--- src/rtl/core/dcnf_pkg.sv ---
// Shared types and defaults for the dual-channel notch filter.
package dcnf_pkg;

  localparam int SampleWidthDef  = 16;
  localparam int CoefFracBitsDef = 16;
  localparam int CfgIdxW         = 2;

  // Coefficient register indexes on the write port
  typedef enum logic [CfgIdxW-1:0] {
    REG_B0 = 2'd0,
    REG_B1 = 2'd1,
    REG_A1 = 2'd2,
    REG_A2 = 2'd3
  } cfg_reg_e;

  // Per-lane pipeline strobes from the merge/control stage
  typedef struct packed {
    logic s1_load;  // accept a new sample into the feed-forward stage
    logic s2_load;  // retire the feedback result into the y history and output register
  } lane_ctrl_t;

endpackage

--- src/rtl/core/dcnf_lane.sv ---
// One notch lane: feed-forward stage, feedback stage and its sample histories.
module dcnf_lane #(
  parameter int SampleWidth  = 16,
  parameter int CoefFracBits = 16
) (
  input  logic                            clk_i,
  input  logic                            rst_ni,
  input  dcnf_pkg::lane_ctrl_t            ctrl_i,
  input  logic signed [SampleWidth-1:0]   x_i,
  input  logic signed [CoefFracBits+1:0]  b0_i,
  input  logic signed [CoefFracBits+1:0]  b1_i,
  input  logic signed [CoefFracBits+1:0]  a1_i,
  input  logic signed [CoefFracBits+1:0]  a2_i,
  output logic signed [SampleWidth-1:0]   y_o
);
  import dcnf_pkg::*;

  localparam int CoefW = CoefFracBits + 2;
  localparam int ProdW = CoefW + SampleWidth + 1;
  localparam int AccW  = CoefW + SampleWidth + 2;

  localparam logic signed [AccW-1:0] RndHalf =
    {{(AccW-1){1'b0}}, 1'b1} << (CoefFracBits - 1);
  localparam logic signed [AccW-1:0] YMax =
    {{(AccW-SampleWidth+1){1'b0}}, {(SampleWidth-1){1'b1}}};
  localparam logic signed [AccW-1:0] YMin =
    {{(AccW-SampleWidth+1){1'b1}}, {(SampleWidth-1){1'b0}}};

  // x[n-1], x[n-2] and y[n-1], y[n-2]
  logic signed [SampleWidth-1:0] xh0_q, xh1_q, yh0_q, yh1_q;
  logic signed [AccW-1:0]        ff_q, ff_d;

  logic signed [SampleWidth:0]   xsum;
  logic signed [ProdW-1:0]       p_b0, p_b1;
  logic signed [ProdW-2:0]       p_a1, p_a2;
  logic signed [AccW-1:0]        acc, shifted;

  // Feed-forward part, independent of the recursion
  always_comb begin
    xsum = {x_i[SampleWidth-1], x_i} + {xh1_q[SampleWidth-1], xh1_q};
    p_b0 = b0_i * xsum;
    p_b1 = ProdW'(b1_i * xh0_q);
    ff_d = AccW'(p_b0) + AccW'(p_b1);
  end

  // Recursive part: one multiply level, sum, round and clamp
  always_comb begin
    p_a1    = a1_i * yh0_q;
    p_a2    = a2_i * yh1_q;
    acc     = ff_q - AccW'(p_a1) - AccW'(p_a2) + RndHalf;
    shifted = acc >>> CoefFracBits;
    if (shifted > YMax) begin
      y_o = YMax[SampleWidth-1:0];
    end else if (shifted < YMin) begin
      y_o = YMin[SampleWidth-1:0];
    end else begin
      y_o = shifted[SampleWidth-1:0];
    end
  end

  always_ff @(posedge clk_i or negedge rst_ni) begin
    if (!rst_ni) begin
      xh0_q <= '0;
      xh1_q <= '0;
      yh0_q <= '0;
      yh1_q <= '0;
    end else begin
      if (ctrl_i.s1_load) begin
        xh0_q <= x_i;
        xh1_q <= xh0_q;
      end
      if (ctrl_i.s2_load) begin
        yh0_q <= y_o;
        yh1_q <= yh0_q;
      end
    end
  end

  always_ff @(posedge clk_i) begin
    if (ctrl_i.s1_load) begin
      ff_q <= ff_d;
    end
  end

endmodule

--- config.mk ---
export PLATFORM = sky130hd
export DESIGN_NAME = dcnf_lane
export DESIGN_NICKNAME = d
export VERILOG_FILES = /design/src/rtl/core/dcnf_pkg.sv /design/src/rtl/core/dcnf_lane.sv
export SDC_FILE = /design/constraint.sdc
export NUM_CORES = 2
export LEC_CHECK = 0
export BUFFER_PORTS_ARGS = -buffer_cell sky130_fd_sc_hd__buf_2
export CORE_UTILIZATION = 50
export DETAILED_ROUTE_END_ITERATION = 8
export GPL_ROUTABILITY_DRIVEN = 1
export PLACE_DENSITY_LB_ADDON = 0.15
export SYNTH_ARGS = -nofsm -noshare
export SYNTH_HDL_FRONTEND = slang
export SYNTH_SLANG_ARGS = --single-unit
export TNS_END_PERCENT = 20
--- constraint.sdc ---
create_clock -name clk_i -period 8.9 [get_ports clk_i]
set_clock_uncertainty 0.2 [all_clocks]
set_input_delay 0.445 -clock clk_i [delete_from_list [all_inputs] [get_ports clk_i]]
set_output_delay 0.445 -clock clk_i [all_outputs]
set_load 0.1 [all_outputs]
==> run_results.csv <==
group,metric,value,unit
sta,slew_headroom,0.225,
yosys,yosys_warnings,0,
yosys,syn_inst,5359,
worst_setup_path,path_class,"flop to flop",
clocking,clk_pin_slew_worst_paths,0.09,ns
route,antenna_left,0,
place,post-place-ws,-1.08,ns
worst_setup_path,rr_startpoint,"xh1_q[1]$_DFFE_PN0P_",
clocking,clkSinkCount,100,
die,core_area,101000,um^2
yosys,synth.distinct_cells,70,
die,die_width,322,um
route,vias,35800,
run_status,outcome,"finished with violations",
yosys,synth-seq-cells,100,
final_layout,drive_gt1_frac,0.127,
sta,hold_viol,0,
yosys,syn_nets,7156,
sta,finalMaxSlewViolations,0,
global_route,grt_first_pass_wirelength,217,mm
die,die_area,103000,um^2
die,ios,108,
yosys,synth-main-ff-cell,"dfrtp_1",
die,die_height,322,um
final_layout,mostFrequentLayoutCells,"inv_1 (1494), fa_1 (1360), nand2_1 (637), and2_1 (448), buf_4 (324)",
worst_setup_path,critical_path.slowest_cell,"fa_1",
clocking,cts_made_buffers,9,
place,port_buffers,107,
yosys,synth_area,51100,um^2
sta,rsz0062_at_grt,"yes",
route,dr.pass1.iters,6,
yosys,ys_seq_area_frac,0.0525,
sta,min_period_over_period,1.03,
sta,min_period,9.21,ns
clocking,cts_htree_levels,3,
sta,finalWorstSetupSlack,-0.306,ns
die,start_util,0.508,
final_layout,final_nets,7389,
place,hpwl,117,mm
global_route,met3_usage,0.0271,
worst_setup_path,end_kind,"flop",
worst_setup_path,cp.required,8.86,ns
global_route,top_usage_layer,"met2",
sta,fmax,109,MHz
final_layout,syn_to_final_growth,11.3,%
clocking,root_buffer,"clkbuf_16",
route,wl_per_cell,19.0,um
route,drtIter0Drc,1980,
die,fp-row-count,116,
global_route,first_global_vias,39500,
run_status,violations,"setup timing",
worst_setup_path,cp-start-kind,"flop",
global_route,antenna_found_initial,7,
clocking,clk_latency,0.42,ns
hold_path,hp-start,"x_i[15]",
clocking,clockBufferDepth,2,
worst_setup_path,arrival,9.17,ns
hold_path,holdCritPathClass,"primary input to flop",
flow_run,drv_cap,0,
route,drc_errors,0,
global_route,grt_max_degree,71,
worst_setup_path,cp-startpoint,"xh1_q[1]$_DFFE_PN0P_",
yosys,synthArstFlopShare,0.640,
route,vias_per_cell,5.14,
global_route,gr-usage-all-layers,0.272,
worst_setup_path,cp_slowest_stage_delay,0.58,ns
sta,tns,-1.61,ns
route,routed_wl,132,mm
global_route,use_met2,0.471,
global_route,grt_overflow,0,
sta,setup_viol,12,
yosys,synth_edf_count,36,
sta,worst_pin_slew,1.16,ns
worst_setup_path,cpMostUsedCell,"fa_1",
clocking,cts_tree,"built",
final_layout,layout_commonest_cell,"inv_1",
global_route,met1_usage,0.361,
final_layout,nFillCells,8986,
worst_setup_path,cp_max_fo,8,
yosys,synth_area_per_cell,9.53,um^2
place,place_congestion,0.911,
==> what timing repair did <==
| item | 4_1_cts | 5_1_grt |
|---|---|---|
| hold buffers | 1 | 0 |
| gates resized for setup | 140 | 84 |
| pin swaps | 58 | 64 |
| endpoints found under the hold margin | 20 | 0 |
| setup buffers | 13 | 18 |
| setup endpoints to repair | 34 | 37 |
| gates cloned | 2 | 1 |
==> routing by layer <==
layer	routed length [um]	share of wire
met3	7040	0.053
met4	4290	0.032
met2	65300	0.49
met1	55700	0.42
met5	25	0.00019
==> registers in the layout, summed over array words and instances, names as in the netlist <==
signal	cells
ff_q	36
xh0_q	16
xh1_q	16
yh0_q	16
yh1_q	16
==> final timing paths <==
path / to / slack [ns] / depth (start not counted)
setup reg to reg: ff_q[33]$_DFFE_PP_ / -0.31 / 35
min in group asynchronous: xh0_q[2]$_DFFE_PN0P_ / 0.47 / 2
hold reg to reg: xh1_q[7]$_DFFE_PN0P_ / 0.32 / 1
setup / recovery: ff_q[33]$_DFFE_PP_ / -0.31 / 35
max in group asynchronous: yh0_q[11]$_DFFE_PN0P_ / 7.18 / 2
hold / removal: xh0_q[15]$_DFFE_PN0P_ / 0.07 / 3
==> critical path, delay by kind of cell, from the launching register on <==
family / cells / cell delay (ns)
AO/OA/AOI/OAI: 12 / 2.02
XOR/XNOR: 1 / 0.12
adder cells (fa/ha/maj): 10 / 4.63
buffers and inverters: 7 / 0.57
flip-flops: 1 / 0.39
AND/OR/NAND/NOR: 5 / 1.03
==> cells by family after synthesis <==
group / Yosys count / synth area share
buf+inv: 1751 / 0.129
fa+ha+maj: 1705 / 0.619
simple gates: 1374 / 0.132
compound gates: 287 / 0.0399
flops: 100 / 0.0525
xor+xnor: 96 / 0.0168
mux: 46 / 0.0101
==> cells in the mapped netlist (3+ instances only) <==
library cell | n | area [um^2]
o21a_1 | 11 | 82.6
nor4_1 | 29 | 181
a32oi_1 | 12 | 105
o211ai_1 | 7 | 52.6
a21oi_1 | 55 | 275
a311oi_1 | 16 | 140
edfxtp_1 | 36 | 1080
xor2_1 | 19 | 166
a21o_1 | 26 | 195
o21ai_0 | 42 | 210
mux2_2 | 46 | 518
o311ai_1 | 13 | 114
and2_1 | 449 | 2810
xnor2_1 | 75 | 657
nand3_1 | 14 | 70.1
nor3_1 | 28 | 140
and3_1 | 22 | 138
ha_1 | 334 | 4180
o31ai_2 | 3 | 37.5
o311ai_2 | 3 | 48.8
inv_1 | 1513 | 5680
o31ai_1 | 18 | 135
clkbuf_1 | 231 | 867
buf_6 | 3 | 33.8
or3_1 | 4 | 25.0
nor2b_1 | 36 | 225
nand4_1 | 9 | 56.3
nand2_1 | 641 | 2410
nor2_1 | 86 | 323
or2_2 | 6 | 37.5
nor3b_1 | 7 | 52.6
dfrtp_1 | 64 | 1600
buf_1 | 3 | 11.3
a31oi_1 | 28 | 175
a211oi_1 | 9 | 67.6
fa_1 | 1371 | 27400
nand2b_1 | 37 | 231
o21bai_1 | 10 | 75.1
a2111oi_0 | 3 | 26.3
==> through the flow <==
step,area [um^2],utilization,instances,hold slack [ns]
finish,56900,0.565,6955,0.0670
global placement,55200,0.549,6903,0.293
CTS,56400,0.560,6934,0.0480
global route,56900,0.565,6954,0.0826
floorplan,51100,-,5359,-0.0506
detailed placement,55200,0.549,6903,0.302
==> area by class of cell <==
class	instances	area, um^2	area share
multi-input combinational	3508	42800	0.753
inverter	1513	5680	0.0999
timing repair buffer	460	3670	0.0646
clock buffer	10	250	0.00440
clock inverter	5	43.8	0.000770
sequential	100	2710	0.0476
antenna	2	5.00	0.0000880
tap	1357	1700	0.0299
Power is not shown: default switching activity piles up to over one toggle a cycle in this logic, so the estimate is an artifact.
